<file path="src/rtl/core/crce_pkg.sv">
// ----------------------------------------------------------------------------
// crce_pkg
// Shared constants, register indexes, datapath step codes and the command
// and status structs used between the curve evaluator's controller and
// datapath.
// ----------------------------------------------------------------------------
package crce_pkg;

    // Defaults for the top-level parameters.
    localparam int DEF_MAX_POINTS = 7;
    localparam int DEF_FRAC_BITS  = 12;

    // Fixed field widths.
    localparam int SAMPLE_W   = 16;
    localparam int CFG_IDX_W  = 4;
    localparam int CFG_DATA_W = 32;
    localparam int COUNT_W    = 3;

    // Register indexes on the configuration port.
    localparam logic [CFG_IDX_W-1:0] REG_POINT_COUNT = 4'd0;
    localparam logic [CFG_IDX_W-1:0] REG_POINT_FIRST = 4'd1;

    // Point count handling.
    localparam logic [COUNT_W-1:0] COUNT_RESET = 3'd2;
    localparam logic [COUNT_W-1:0] COUNT_MIN   = 3'd2;

    // Saturation limits of the result.
    localparam logic [SAMPLE_W-1:0] VALUE_MAX = 16'h7FFF;
    localparam logic [SAMPLE_W-1:0] VALUE_MIN = 16'h8000;

    // Datapath step codes.
    typedef logic [3:0] t_op;
    localparam t_op OP_NONE     = 4'd0;
    localparam t_op OP_START    = 4'd1;
    localparam t_op OP_CHECK_LO = 4'd2;
    localparam t_op OP_CHECK_HI = 4'd3;
    localparam t_op OP_SCAN     = 4'd4;
    localparam t_op OP_FETCH0   = 4'd5;
    localparam t_op OP_FETCH1   = 4'd6;
    localparam t_op OP_FETCH2   = 4'd7;
    localparam t_op OP_FETCH3   = 4'd8;
    localparam t_op OP_DIV      = 4'd9;
    localparam t_op OP_MUL_LO   = 4'd10;
    localparam t_op OP_MUL_HI   = 4'd11;
    localparam t_op OP_FINISH   = 4'd12;

    // Term added after each Horner multiply.
    typedef logic [1:0] t_term;
    localparam t_term TERM_B = 2'd0;
    localparam t_term TERM_A = 2'd1;
    localparam t_term TERM_Y = 2'd2;

    typedef struct packed {
        t_op   op;
        t_term term;
    } t_dp_cmd;

    typedef struct packed {
        logic below_first;
        logic at_or_above;
        logic scan_more;
    } t_dp_sts;

endpackage

</file>
<file path="src/rtl/core/crce_ctrl.sv">
// ----------------------------------------------------------------------------
// crce_ctrl
// Sequencer for the curve evaluator: range checks, segment scan, point
// fetch, serial divide and the shared-multiplier Horner steps.
// ----------------------------------------------------------------------------
module crce_ctrl #(
    parameter int FRAC_BITS = crce_pkg::DEF_FRAC_BITS
) (
    input  logic              i_clk,
    input  logic              i_rst_n,
    input  logic              i_start,
    output logic              o_busy,
    output logic              o_done,
    input  crce_pkg::t_dp_sts i_sts,
    output crce_pkg::t_dp_cmd o_cmd
);
    import crce_pkg::*;

    localparam int CNT_W     = $clog2(FRAC_BITS);
    localparam int MSTEP_W   = 3;
    localparam logic [CNT_W-1:0]   DIV_LAST = CNT_W'(FRAC_BITS - 1);
    localparam logic [MSTEP_W-1:0] MUL_LAST = 3'd5;

    localparam logic [3:0] S_IDLE = 4'd0;
    localparam logic [3:0] S_LO   = 4'd1;
    localparam logic [3:0] S_HI   = 4'd2;
    localparam logic [3:0] S_SCAN = 4'd3;
    localparam logic [3:0] S_F0   = 4'd4;
    localparam logic [3:0] S_F1   = 4'd5;
    localparam logic [3:0] S_F2   = 4'd6;
    localparam logic [3:0] S_F3   = 4'd7;
    localparam logic [3:0] S_DIV  = 4'd8;
    localparam logic [3:0] S_MUL  = 4'd9;
    localparam logic [3:0] S_FIN  = 4'd10;
    localparam logic [3:0] S_OUT  = 4'd11;

    logic [3:0]         r_state, n_state;
    logic [CNT_W-1:0]   r_cnt, n_cnt;
    logic [MSTEP_W-1:0] r_mstep, n_mstep;

    always_comb begin
        n_state    = r_state;
        n_cnt      = r_cnt;
        n_mstep    = r_mstep;
        o_cmd.op   = OP_NONE;
        o_cmd.term = r_mstep[2:1];
        case (r_state)
            S_IDLE, S_OUT: begin
                if (i_start) begin
                    o_cmd.op = OP_START;
                    n_state  = S_LO;
                end else begin
                    n_state  = S_IDLE;
                end
            end
            S_LO: begin
                o_cmd.op = OP_CHECK_LO;
                n_state  = i_sts.below_first ? S_OUT : S_HI;
            end
            S_HI: begin
                o_cmd.op = OP_CHECK_HI;
                n_state  = i_sts.at_or_above ? S_OUT : S_SCAN;
            end
            S_SCAN: begin
                o_cmd.op = OP_SCAN;
                if (!i_sts.scan_more) begin
                    n_state = S_F0;
                end
            end
            S_F0: begin
                o_cmd.op = OP_FETCH0;
                n_state  = S_F1;
            end
            S_F1: begin
                o_cmd.op = OP_FETCH1;
                n_state  = S_F2;
            end
            S_F2: begin
                o_cmd.op = OP_FETCH2;
                n_state  = S_F3;
            end
            S_F3: begin
                o_cmd.op = OP_FETCH3;
                n_cnt    = '0;
                n_state  = S_DIV;
            end
            S_DIV: begin
                o_cmd.op = OP_DIV;
                if (r_cnt == DIV_LAST) begin
                    n_mstep = '0;
                    n_state = S_MUL;
                end else begin
                    n_cnt   = r_cnt + 1'b1;
                end
            end
            S_MUL: begin
                o_cmd.op = r_mstep[0] ? OP_MUL_HI : OP_MUL_LO;
                if (r_mstep == MUL_LAST) begin
                    n_state = S_FIN;
                end else begin
                    n_mstep = r_mstep + 1'b1;
                end
            end
            S_FIN: begin
                o_cmd.op = OP_FINISH;
                n_state  = S_OUT;
            end
            default: begin
                n_state = S_IDLE;
            end
        endcase
    end

    always_ff @(posedge i_clk) begin
        if (!i_rst_n) begin
            r_state <= S_IDLE;
            r_cnt   <= '0;
            r_mstep <= '0;
        end else begin
            r_state <= n_state;
            r_cnt   <= n_cnt;
            r_mstep <= n_mstep;
        end
    end

    assign o_busy = (r_state != S_IDLE) && (r_state != S_OUT);
    assign o_done = (r_state == S_OUT);

endmodule

</file>
<file path="src/rtl/core/crce_dp.sv">
// ----------------------------------------------------------------------------
// crce_dp
// Datapath of the curve evaluator: point registers with one read port,
// segment pointer, restoring divider and a shared limb multiplier that
// runs the Horner evaluation of the cubic.
// ----------------------------------------------------------------------------
module crce_dp #(
    parameter int MAX_POINTS = crce_pkg::DEF_MAX_POINTS,
    parameter int FRAC_BITS  = crce_pkg::DEF_FRAC_BITS
) (
    input  logic                              i_clk,
    input  logic                              i_rst_n,
    input  crce_pkg::t_dp_cmd                 i_cmd,
    output crce_pkg::t_dp_sts                 o_sts,
    input  logic signed [crce_pkg::SAMPLE_W-1:0] i_sample,
    input  logic                              i_cfg_we,
    input  logic [crce_pkg::CFG_IDX_W-1:0]    i_cfg_index,
    input  logic [crce_pkg::CFG_DATA_W-1:0]   i_cfg_data,
    output logic [crce_pkg::SAMPLE_W-1:0]     o_value,
    output logic                              o_saturated
);
    import crce_pkg::*;

    localparam int PTR_W   = $clog2(MAX_POINTS);
    localparam int NUM_W   = SAMPLE_W + 1;
    localparam int A_W     = SAMPLE_W + 1;
    localparam int COEF_W  = SAMPLE_W + 4;
    localparam int YT_W    = SAMPLE_W + 2;
    // Accumulator holds the full numerator plus the rounding offset.
    localparam int AW      = 3 * FRAC_BITS + COEF_W + 2;
    localparam int LW      = (AW + 1) / 2;
    localparam int HW      = AW - LW;
    localparam int MOPW    = LW + 1;
    localparam int PW      = MOPW + FRAC_BITS + 1;
    localparam int RES_LSB = 3 * FRAC_BITS + 1;
    localparam int RES_W   = AW - RES_LSB;

    localparam logic [PTR_W-1:0] PTR_ONE = PTR_W'(1);
    localparam logic [PTR_W-1:0] PTR_TWO = PTR_W'(2);

    function automatic logic signed [COEF_W-1:0] ext_coef(input logic signed [SAMPLE_W-1:0] v);
        ext_coef = {{(COEF_W-SAMPLE_W){v[SAMPLE_W-1]}}, v};
    endfunction

    // Configuration registers.
    logic [COUNT_W-1:0]    r_count;
    logic [CFG_DATA_W-1:0] r_points [MAX_POINTS];
    logic [CFG_IDX_W-1:0]  w_widx;

    always_ff @(posedge i_clk) begin
        if (!i_rst_n) begin
            r_count <= COUNT_RESET;
            for (int k = 0; k < MAX_POINTS; k++) begin
                r_points[k] <= '0;
            end
        end else if (i_cfg_we) begin
            if (i_cfg_index == REG_POINT_COUNT) begin
                r_count <= i_cfg_data[COUNT_W-1:0];
            end else if (i_cfg_index <= CFG_IDX_W'(MAX_POINTS)) begin
                r_points[w_widx[PTR_W-1:0]] <= i_cfg_data;
            end
        end
    end

    assign w_widx = i_cfg_index - REG_POINT_FIRST;

    // Effective last point index.
    logic [COUNT_W-1:0] w_n, w_n_m1;
    logic [PTR_W-1:0]   w_last;

    always_comb begin
        if (r_count < COUNT_MIN) begin
            w_n = COUNT_MIN;
        end else if (r_count > COUNT_W'(MAX_POINTS)) begin
            w_n = COUNT_W'(MAX_POINTS);
        end else begin
            w_n = r_count;
        end
    end

    assign w_n_m1 = w_n - COUNT_W'(1);
    assign w_last = w_n_m1[PTR_W-1:0];

    // Working registers.
    logic signed [SAMPLE_W-1:0] r_sample, r_x1, r_y0, r_y1, r_y2;
    logic [PTR_W-1:0]           r_ptr, r_seg;
    logic signed [NUM_W-1:0]    r_num, r_den;
    logic signed [A_W-1:0]      r_a;
    logic signed [COEF_W-1:0]   r_b;
    logic [NUM_W-1:0]           r_rem;
    logic [FRAC_BITS-1:0]       r_quo;
    logic                       r_zero, r_clamp;
    logic [AW-1:0]              r_acc, r_tmp;
    logic [SAMPLE_W-1:0]        r_value;
    logic                       r_sat;

    // Single read port on the point registers.
    logic [CFG_DATA_W-1:0]      w_pt;
    logic signed [SAMPLE_W-1:0] w_x, w_y;

    assign w_pt = r_points[r_ptr];
    assign w_x  = w_pt[CFG_DATA_W-1:SAMPLE_W];
    assign w_y  = w_pt[SAMPLE_W-1:0];

    assign o_sts.below_first = (r_sample < w_x);
    assign o_sts.at_or_above = (r_sample >= w_x);
    assign o_sts.scan_more   = (r_ptr < w_last) && (w_x <= r_sample);

    // Segment offset and width.
    logic signed [NUM_W-1:0] w_num, w_den;

    assign w_num = {r_sample[SAMPLE_W-1], r_sample} - {r_x1[SAMPLE_W-1], r_x1};
    assign w_den = {w_x[SAMPLE_W-1], w_x} - {r_x1[SAMPLE_W-1], r_x1};

    // Cubic coefficients, y3 comes straight off the read port.
    logic signed [COEF_W-1:0] e0, e1, e2, e3, w_b, w_c;
    logic signed [A_W-1:0]    w_a;

    always_comb begin
        e0  = ext_coef(r_y0);
        e1  = ext_coef(r_y1);
        e2  = ext_coef(r_y2);
        e3  = ext_coef(w_y);
        w_a = {r_y2[SAMPLE_W-1], r_y2} - {r_y0[SAMPLE_W-1], r_y0};
        w_b = (e0 <<< 1) - ((e1 <<< 2) + e1) + (e2 <<< 2) - e3;
        w_c = e3 - e0 + ((e1 <<< 1) + e1) - ((e2 <<< 1) + e2);
    end

    // Restoring divider step.
    logic [NUM_W-1:0] w_rem2;
    logic [NUM_W:0]   w_diff;

    assign w_rem2 = {r_rem[NUM_W-2:0], 1'b0};
    assign w_diff = {1'b0, w_rem2} - {1'b0, r_den};

    // Local parameter.
    logic [FRAC_BITS-1:0] w_u;

    always_comb begin
        if (r_zero) begin
            w_u = '0;
        end else if (r_clamp) begin
            w_u = '1;
        end else begin
            w_u = r_quo;
        end
    end

    // Shared multiplier: one accumulator limb times u.
    logic signed [MOPW-1:0]      w_mop;
    logic signed [FRAC_BITS:0]   w_uop;
    logic signed [PW-1:0]        w_prod;
    logic [AW-1:0]               w_prod_ext, w_prod_hi, w_k;
    logic signed [YT_W-1:0]      w_yt;

    always_comb begin
        if (i_cmd.op == OP_MUL_HI) begin
            w_mop = {{(MOPW-HW){r_acc[AW-1]}}, r_acc[AW-1:LW]};
        end else begin
            w_mop = {1'b0, r_acc[LW-1:0]};
        end
    end

    assign w_uop      = {1'b0, w_u};
    assign w_prod     = w_mop * w_uop;
    assign w_prod_ext = {{(AW-PW){w_prod[PW-1]}}, w_prod};
    assign w_prod_hi  = {w_prod_ext[HW-1:0], {LW{1'b0}}};
    assign w_yt       = ({{2{r_y1[SAMPLE_W-1]}}, r_y1} <<< 1) + YT_W'(1);

    always_comb begin
        case (i_cmd.term)
            TERM_B:  w_k = {{(AW-COEF_W-FRAC_BITS){r_b[COEF_W-1]}}, r_b, {FRAC_BITS{1'b0}}};
            TERM_A:  w_k = {{(AW-A_W-2*FRAC_BITS){r_a[A_W-1]}}, r_a, {(2*FRAC_BITS){1'b0}}};
            default: w_k = {{(AW-YT_W-3*FRAC_BITS){w_yt[YT_W-1]}}, w_yt,
                            {(3*FRAC_BITS){1'b0}}};
        endcase
    end

    // Rounded and saturated result.
    logic [RES_W-1:0] w_res;
    logic             w_ovf;

    assign w_res = r_acc[AW-1:RES_LSB];
    assign w_ovf = !(&w_res[RES_W-1:SAMPLE_W-1]) && (|w_res[RES_W-1:SAMPLE_W-1]);

    always_ff @(posedge i_clk) begin
        case (i_cmd.op)
            OP_START: begin
                r_sample <= i_sample;
                r_ptr    <= '0;
            end
            OP_CHECK_LO: begin
                if (o_sts.below_first) begin
                    r_value <= w_y;
                    r_sat   <= 1'b0;
                end
                r_ptr <= w_last;
            end
            OP_CHECK_HI: begin
                if (o_sts.at_or_above) begin
                    r_value <= w_y;
                    r_sat   <= 1'b0;
                end
                r_ptr <= PTR_ONE;
            end
            OP_SCAN: begin
                if (o_sts.scan_more) begin
                    r_ptr <= r_ptr + PTR_ONE;
                end else begin
                    r_seg <= r_ptr;
                    r_ptr <= (r_ptr > PTR_ONE) ? r_ptr - PTR_TWO : '0;
                end
            end
            OP_FETCH0: begin
                r_y0  <= w_y;
                r_ptr <= r_seg - PTR_ONE;
            end
            OP_FETCH1: begin
                r_y1  <= w_y;
                r_x1  <= w_x;
                r_ptr <= r_seg;
            end
            OP_FETCH2: begin
                r_y2  <= w_y;
                r_num <= w_num;
                r_den <= w_den;
                r_ptr <= (r_seg < w_last) ? r_seg + PTR_ONE : w_last;
            end
            OP_FETCH3: begin
                r_a     <= w_a;
                r_b     <= w_b;
                r_acc   <= {{(AW-COEF_W){w_c[COEF_W-1]}}, w_c};
                r_rem   <= r_num;
                r_quo   <= '0;
                r_zero  <= r_den[NUM_W-1] || (r_den == '0) || r_num[NUM_W-1] || (r_num == '0);
                r_clamp <= (r_num >= r_den);
            end
            OP_DIV: begin
                if (!w_diff[NUM_W]) begin
                    r_rem <= w_diff[NUM_W-1:0];
                end else begin
                    r_rem <= w_rem2;
                end
                r_quo <= {r_quo[FRAC_BITS-2:0], !w_diff[NUM_W]};
            end
            OP_MUL_LO: begin
                r_tmp <= w_prod_ext;
            end
            OP_MUL_HI: begin
                r_acc <= w_prod_hi + r_tmp + w_k;
            end
            OP_FINISH: begin
                r_sat <= w_ovf;
                if (w_ovf) begin
                    r_value <= w_res[RES_W-1] ? VALUE_MIN : VALUE_MAX;
                end else begin
                    r_value <= w_res[SAMPLE_W-1:0];
                end
            end
            default: begin
            end
        endcase
    end

    assign o_value     = r_value;
    assign o_saturated = r_sat;

endmodule

</file>
<file path="src/rtl/core/catmull_rom_curve_eval.sv">
// ----------------------------------------------------------------------------
// catmull_rom_curve_eval: Catmull-Rom curve lookup over up to seven points.
// A request below the first point or at or above the last ends after the range
// checks; any other goes through the one-point-a-cycle segment scan, the
// one-bit-a-cycle divider and six passes through the shared multiplier. A new
// start is taken in the done cycle; results cannot be stalled.
// Synchronous reset idles the sequencer, sets point_count to 2, clears points.
// ----------------------------------------------------------------------------
module catmull_rom_curve_eval #(
    parameter int MAX_POINTS = crce_pkg::DEF_MAX_POINTS,
    parameter int FRAC_BITS  = crce_pkg::DEF_FRAC_BITS
) (
    input  logic                                 i_clk,
    input  logic                                 i_rst_n,

    // Request channel: a request is taken when start is high and busy low.
    input  logic                                 start,
    output logic                                 busy,
    input  logic signed [crce_pkg::SAMPLE_W-1:0] i_sample,

    // Result channel: valid for exactly the cycle in which o_done is high.
    output logic                                 o_done,
    output logic signed [crce_pkg::SAMPLE_W-1:0] o_value,
    output logic                                 o_saturated,

    // Configuration write channel.
    input  logic                                 i_cfg_valid,
    output logic                                 o_cfg_ready,
    input  logic [crce_pkg::CFG_IDX_W-1:0]       i_cfg_index,
    input  logic [crce_pkg::CFG_DATA_W-1:0]      i_cfg_data
);
    import crce_pkg::*;

    // The controller and datapath talk only through these two structs. The
    // controller decides the order of steps from three status flags: sample
    // below the point on the read port, sample at or above it, and whether the
    // segment scan must advance.
    t_dp_cmd w_cmd;
    t_dp_sts w_sts;

    // Point registers are plain flops with no side effects on a write, so the
    // configuration channel never needs to push back.
    assign o_cfg_ready = 1'b1;

    // The sequencer walks each request through: a check against the first
    // point, a check against the last point, a scan for the segment, four
    // point fetches (outer low, low, high, outer high, with the outer
    // neighbours clamped at both ends), FRAC_BITS restoring divide steps for
    // the local parameter, and three Horner steps of two multiplier passes
    // each. The done cycle also accepts the next request.
    crce_ctrl #(
        .FRAC_BITS (FRAC_BITS)
    ) u_ctrl (
        .i_clk   (i_clk),
        .i_rst_n (i_rst_n),
        .i_start (start),
        .o_busy  (busy),
        .o_done  (o_done),
        .i_sts   (w_sts),
        .o_cmd   (w_cmd)
    );

    // The datapath evaluates the cubic exactly in a wide accumulator. Each
    // Horner multiply by the local parameter splits the accumulator into a
    // low and a high limb so that one multiplier of 30 by 13 bits (default FRAC_BITS)
    // serves all steps. The final rounding is a plain arithmetic shift of the
    // accumulator, since the half-unit offset rides in with the last term.
    crce_dp #(
        .MAX_POINTS (MAX_POINTS),
        .FRAC_BITS  (FRAC_BITS)
    ) u_dp (
        .i_clk       (i_clk),
        .i_rst_n     (i_rst_n),
        .i_cmd       (w_cmd),
        .o_sts       (w_sts),
        .i_sample    (i_sample),
        .i_cfg_we    (i_cfg_valid),
        .i_cfg_index (i_cfg_index),
        .i_cfg_data  (i_cfg_data),
        .o_value     (o_value),
        .o_saturated (o_saturated)
    );

endmodule

</file>
<file path="config.mk">
export PLATFORM = sky130hd
export DESIGN_NAME = catmull_rom_curve_eval
export DESIGN_NICKNAME = d
export VERILOG_FILES = /design/src/rtl/core/crce_pkg.sv /design/src/rtl/core/crce_ctrl.sv /design/src/rtl/core/crce_dp.sv /design/src/rtl/core/catmull_rom_curve_eval.sv
export SDC_FILE = /design/constraint.sdc
export NUM_CORES = 2
export LEC_CHECK = 0
export BUFFER_PORTS_ARGS = -buffer_cell sky130_fd_sc_hd__clkbuf_2
export CORE_ASPECT_RATIO = 0.8
export CORE_MARGIN = 2
export CORE_UTILIZATION = 60
export CTS_CLUSTER_DIAMETER = 150
export CTS_CLUSTER_SIZE = 14
export DETAILED_ROUTE_END_ITERATION = 6
export PLACE_DENSITY = 0.85
export SYNTH_ARGS = -nofsm -noshare
export SYNTH_HDL_FRONTEND = slang
export SYNTH_SLANG_ARGS = --single-unit
</file>
<file path="constraint.sdc">
create_clock -name i_clk -period 20.7 [get_ports i_clk]
set_input_delay 1.035 -clock i_clk [delete_from_list [all_inputs] [get_ports i_clk]]
set_output_delay 1.035 -clock i_clk [all_outputs]
set_load 0.05 [all_outputs]
</file>
## Word-level counts from Yosys, hierarchy flattened

Memory sizes are Yosys's and may differ from the RTL's. A register that Yosys moved wholly into a read port is not among the register bits.
Cells that the tools add are included.

| cells by class | value |
|---|---|
| reduce and logical (&&, ||, !) cells | 30 |
| $mul | 1 |
| muxes and demuxes | 46 |
| add/subtract/negate cells | 24 |
| magnitude comparators | 10 |
| eq/ne operators | 34 |
| bitwise operators | 1 |

Operators by type and width:

| cell | count |
|---|---|
| 58-bit one-hot mux with 2 select lines | 2 |
| 58-bit adder | 2 |
| 4-bit one-hot mux with 11 select lines | 2 |
| 16-bit two-way mux | 5 |
| 16-bit by 16-bit subtractor with 17-bit output | 4 |
| 16-bit one-hot mux with 3 select lines | 1 |
| 30-bit by 13-bit multiplier with 43-bit output | 1 |
| 4-bit == test (second input constant) | 10 |
| 17-bit by 16-bit adder with 18-bit output | 2 |
| 17-bit zero test | 2 |
| 4-bit by 3-bit == test with 1-bit output (second input constant) | 8 |
| 32-bit two-way mux | 1 |
| 16-bit one-hot mux with 2 select lines | 1 |
| 32-bit OR reduction | 1 |
| 30-bit two-way mux | 1 |
| 3-bit two-way mux | 9 |
| 12-bit two-way mux | 2 |
| 4-bit two-way mux | 6 |
| 12-bit one-hot mux with 2 select lines | 1 |
| 3-bit one-hot mux with 7 select lines | 1 |
| 20-bit by 18-bit adder with 20-bit output | 1 |
| 20-bit adder | 1 |
| 17-bit by 19-bit subtractor with 20-bit output | 1 |
| 20-bit by 16-bit subtractor with 20-bit output | 1 |
| other kinds (43) | 80 |

| storage, ports and cells | value |
|---|---|
| word-level logic and storage cells | 170 |
| input port bits | 56 |
| memory bits (writable) | 224 |
| memories | 1 |
| register bits after elaboration | 319 |
| output and inout bits | 20 |

Memory list:

| name | words | bits a word | read ports | clocked after memory_dff | write ports | line | source |
|---|---|---|---|---|---|---|---|
| u_dp.r_points | 7 | 32 | 1 | 1 | 7 | crce_dp.sv:47 | `logic [CFG_DATA_W-1:0] r_points [MAX_POINTS];` |

## Longest topological paths before layout

| logic depth | value |
|---|---|
| word-level depth | 9 |
| mapped depth | 41 |
| depth with buffers taken out | 38 |

## Hierarchy

From an unflattened synthesis, not the netlist that was laid out.

| second synthesis, totals | value |
|---|---|
| cell total of the unflattened synthesis | 4616 |
| area total of the unflattened synthesis | 47535.6 sq um |

By module, submodules not included:

| module | cells an instance | times used | area an instance (sq um) | seq. area each (sq um) |
|---|---|---|---|---|
| crce_dp | 4518 | 1 | 46741.1 | 16646.0 |
| crce_ctrl | 96 | 1 | 783.3 | 220.2 |
| catmull_rom_curve_eval | 2 | 1 | 11.3 | 0.0 |

## Least setup slack after synthesis

No wires, ideal clock.

| timing | value |
|---|---|
| kind | reg-to-reg |
| from | register u_ctrl.r_state[1] |
| to | register u_dp.r_acc[57] (data pin) |
| required time | 20.436 ns |
| setup slack | 11.586 ns |
| stages on the path, launching flop included | 42 |
| data arrival time | 8.850 ns |
| path buffers | 3 |
| clock period less this slack | 9.114 ns |
| setup time | 0.264 ns |
| cell sequence | dfxtp_1 -> clkbuf_1 -> nand2b_1 -> nor2_1 -> nand2_1 -> buf_1 -> buf_1 -> mux2i_1 -> nor2_1 -> fa_1 -> inv_1 -> fa_1 -> inv_1 -> fa_1 -> fa_1 -> inv_1 -> fa_1 -> inv_1 -> [6 not listed] -> a21oi_1 -> nand2b_1 -> a21o_1 -> a21oi_1 -> xor2_1 -> fa_1 -> inv_1 -> ha_1 -> a21o_1 -> a21o_1 -> a21o_1 -> a21o_1 -> a21oi_1 -> o22ai_1 -> a311oi_1 -> o21bai_1 -> xnor2_1 -> o21ai_1 |

| between the ends | value |
|---|---|
| cells in the longest elaborated chain, start to end | 9 |
| elaborated cells between the ends (all ways) | 21 |
| those cells by class | add/sub: 2; mul: 1; eq/ne: 13; mux: 3; reduce/logical: 2 |

Ends and longest elaborated chain:

| item | line | source |
|---|---|---|
| from (decl) | crce_ctrl.sv:37 | `logic [3:0] r_state, n_state;` |
| from (signal assigned) | crce_ctrl.sv:120 | `r_state <= n_state;` |
| 4-bit == test or 4-bit zero test (tied branches) | crce_ctrl.sv:47 | `case (r_state)` |
| 2-bit OR reduction | crce_ctrl.sv:47 |  |
| 4-bit one-hot mux with 11 select lines (*) | crce_ctrl.sv:47 |  |
| 4-bit == test | crce_dp.sv:157, crce_dp.sv:187 |  |
| 30-bit two-way mux | crce_dp.sv:157 | `if (i_cmd.op == OP_MUL_HI) begin` |
| 30-bit by 13-bit multiplier with 43-bit output | crce_dp.sv:165 | `assign w_prod = w_mop * w_uop;` |
| 58-bit adder (2 in a row) | crce_dp.sv:250 | `r_acc <= w_prod_hi + r_tmp + w_k;` |
| 58-bit one-hot mux with 2 select lines (*) | crce_dp.sv:187 | `case (i_cmd.op)` |
| to (signal assigned) | crce_dp.sv:232 | `r_acc <= {{(AW-COEF_W){w_c[COEF_W-1]}}, w_c};` |
| to (signal assigned) | crce_dp.sv:250 |  |
| to (decl) | crce_dp.sv:93 | `logic [AW-1:0] r_acc, r_tmp;` |

Mark *: on every way between the ends. The rest lies on a longest branch, timed or not.
A chain may end at the register's enable or synchronous reset.

## Worst setup path in the final report

| timing | value |
|---|---|
| from | register u_ctrl.r_state[3] |
| to | register u_dp.r_acc[57] (data pin) |

The elaborated chain is that of the path after synthesis.

==> summary.md <==
| Metric | Value |
|---|---|
| Worst path slowest cell | dfxtp_1 |
| DRC Markers | 0 |
| Tot GR Track Use | 31.5% |
| Initial antenna violation count | 3 |
| Die Area | 81500 µm² |
| Inserted Clock Buffers | 47 |
| Critical R2R Launch | u_ctrl.r_state[3]$_SDFFE_PN0P_ |
| DR vias | 35300 |
| Worst-path clk slew | 0.07 ns |
| Most common cell after layout, fill and taps aside | inv_1 |
| DR WL/cell | 22.3 µm |
| Share of layout cells above drive strength 1 | 6.52% |
| TNS Setup | 0 ns |
| Inst Count DP | 5642 |
| Post-synth EDFFs | 529 |
| Largest area contributor in the netlist | edfxtp_1 |
| Chip width | 319 µm |
| Crit Path Category | reg -> reg |
| Startpoint Class | register |
| Area contributors post-synth | edfxtp_1 33%, fa_1 18%, ha_1 9.3%, inv_1 5.4%, nor2_1 4.8% |
| Synthesized Nets | 5480 |
| DIE HEIGHT | 256 µm |
| CP most frequent cell | fa_1 |
| Clock Sinks | 578 |
| Iter 0 DRT Violations | 4022 |
| Endpoints failing hold | 0 |
| CP required | 21.03 ns |
| Number of global-route vias before repair | 34800 |
| H-tree depth | 2 |
| Top Ports | 76 |
| Crit Path Max Fanout | 45 |
| Worst hold start | u_dp.r_points[6][16]$_SDFFE_PN0P_ |
| Avg Synthesized Cell Area | 10.2 µm² |
| Worst EP arrival | 10.64 ns |
| CTS tree | done |
| Min cycle time layout | 10.31 ns |
| Synth warnings | 0 |
| Hpwl dp | 96900 µm |
| Final max-slew violation count | 0 |
| GR Util met2 | 46.4% |
| Slew HR | 18.8% |
| Sequential area share after synthesis | 35.5% |
| Ys async rst share | 0% |
| Fmax | 97.0 MHz |
| Crit end category | register |
| Post-Syn Instances | 4647 |
| Area added between synthesis and finish | 5.96% |
| Drt first pass iters | 6 |
| Grt met1 use | 46.4% |
| Hold depth | 2 |
| Vias/cell | 6.17 |
| Fin cells | 5730 |
| Setup Fix Bufs, Post-CTS | 0 |
| CTS Hold Buffers Added | 0 |
| Worst Hold Margin | 0.481 ns |
| Reg2reg end | u_dp.r_acc[57]$_DFFE_PP_ |
| Placer Congestion | 1.02 |
| Core Region | 78600 µm² |
| Routed Wire Length | 128000 µm |
| Status | completed |
| HP Class | reg -> reg |
| Cell Rows | 92 |
| Clk buf depth | 3 |
| RSZ-0062 raised after global routing | false |
| Post-synth top area share | 33.4% |
| Worst-margin pin slew | 1.21 ns |
| Final core utilization | 64.0% |
| Synthesized cell area | 47500 µm² |
| Reg-to-reg slack, setup | 10.39 ns |
| Final #Nets | 5490 |
| Most frequent cells in the layout | 689 x inv_1, 603 x nor2_1, 529 x edfxtp_1 |
| Period Utilization, post-route | 49.8% |
| Post-CTS Resized | 0 |
| Grt ovf | 0 |
| PortBufs | 74 |
| CP max stage delay | 0.71 ns |
| Main synth FF type | edfxtp_1 |
| Yosys reg bits | 578 |
| Reg2Reg Depth | 37 |
| GR Layer Usage met3 | 7.74% |
| Largest net degree at the start of global routing | 70 |
| Root Buffer Master | clkbuf_16 |
| Synth cell types | 87 |
| Final ANT Viol Nets | 0 |
| # setup viols final | 0 |
| Max_cap viols | 0 |
| Starting Density | 60.4% |
| Worst Skew | 0.0353 ns |
| First-pass GRT wire length | 200000 µm |
| Worst skew pair latency | 0.63 ns |
| Top Usage Layer GRT | met2 |
| Min-Delay Endpoint | u_dp.r_points[6][16]$_SDFFE_PN0P_ |
layout make-up:
cell class / count / area (µm²)
inverter: 690 / 2590
clock inverter: 4 / 81.3
fill: 5831 / 28300
antenna: 2 / 5.00
sequential: 578 / 16900
tap: 1034 / 1290
timing repair buffer: 111 / 648
multi-input combinational: 3229 / 27600
clock buffer: 82 / 1310
logic make-up (layout without fill, tap and decap cells):
group | after synthesis | in the layout | synth area share [%]
adders and majority gates | 777 | 777 | 27.1
buffers and inverters | 840 | 887 | 6.69
DFF | 578 | 578 | 35.5
other | 1 | 3 | 0.00789
muxes | 155 | 155 | 5.01
and+or+nand+nor | 1386 | 1386 | 12.5
AOI/OAI and AO/OA | 709 | 709 | 9.44
xor gates and xnor gates | 201 | 201 | 3.70
cell usage after synthesis, drive strengths merged, types with 49 or more instances:
library cell,number
dfxtp,49
inv,689
clkbuf,127
xnor2,136
fa,422
mux2i,70
xor2,65
nor2,610
ha,355
edfxtp,529
nand3,58
nand2,440
nor3,49
mux4,64
a21oi,212
a21o,85
o21ai,193
state kept, by name, summed over array words and instances, names as in the netlist, 4 cells and up, named ones only:
name / count
u_dp.r_points: 256
u_dp.r_sample: 16
u_dp.r_rem: 16
u_dp.r_b: 20
u_dp.r_x1: 16
u_ctrl.r_state: 4
u_dp.r_num: 17
u_dp.r_den: 17
u_dp.r_tmp: 43
u_dp.r_a: 17
u_dp.r_acc: 58
u_dp.r_quo: 12
u_dp.o_value: 16
u_dp.r_y2: 16
u_ctrl.r_cnt: 4
u_dp.r_y1: 16
u_dp.r_y0: 16
metal layers:
| metal | routed length, µm | part of all wire [%] |
|---|---|---|
| met5 | 27 | 0.021 |
| met2 | 55200 | 43 |
| met3 | 16700 | 13 |
| met4 | 4070 | 3.2 |
| met1 | 51700 | 40 |
per-stage QoR:
stage	setup WS (ns)	cell area [µm²]
finish	10.39	50400
detailed placement	10.68	49000
floorplan	11.59	47500
global placement	10.82	49000
global route	9.75	50300
CTS	10.64	50300
critical path, delay by kind of cell (launching register included):
family	cells	cell delay [ns]
AO/OA/AOI/OAI	8	1.33
XOR/XNOR	2	0.59
buffers and inverters	5	0.29
multiplexers	1	0.62
flip-flops	1	0.71
adder cells (fa/ha/maj)	8	3.59
AND/OR/NAND/NOR	13	2.86
worst max path at each step:
| stage | from | endpoint | slack, ns |
|---|---|---|---|
| after floorplan | u_ctrl.r_state[1]$_SDFFE_PN0P_ | u_dp.r_acc[57]$_DFFE_PP_ | 11.59 |
| after global placement | u_ctrl.r_state[3]$_SDFFE_PN0P_ | u_dp.r_acc[57]$_DFFE_PP_ | 10.82 |
| after detailed placement | u_ctrl.r_state[3]$_SDFFE_PN0P_ | u_dp.r_acc[57]$_DFFE_PP_ | 10.68 |
| after CTS | u_ctrl.r_state[3]$_SDFFE_PN0P_ | u_dp.r_acc[57]$_DFFE_PP_ | 10.64 |
| after global routing | u_ctrl.r_state[3]$_SDFFE_PN0P_ | u_dp.r_acc[57]$_DFFE_PP_ | 9.75 |
| final | u_ctrl.r_state[3]$_SDFFE_PN0P_ | u_dp.r_acc[57]$_DFFE_PP_ | 10.39 |
Power is not shown: default switching activity piles up to over one toggle a cycle in this logic, so the estimate is an artifact.
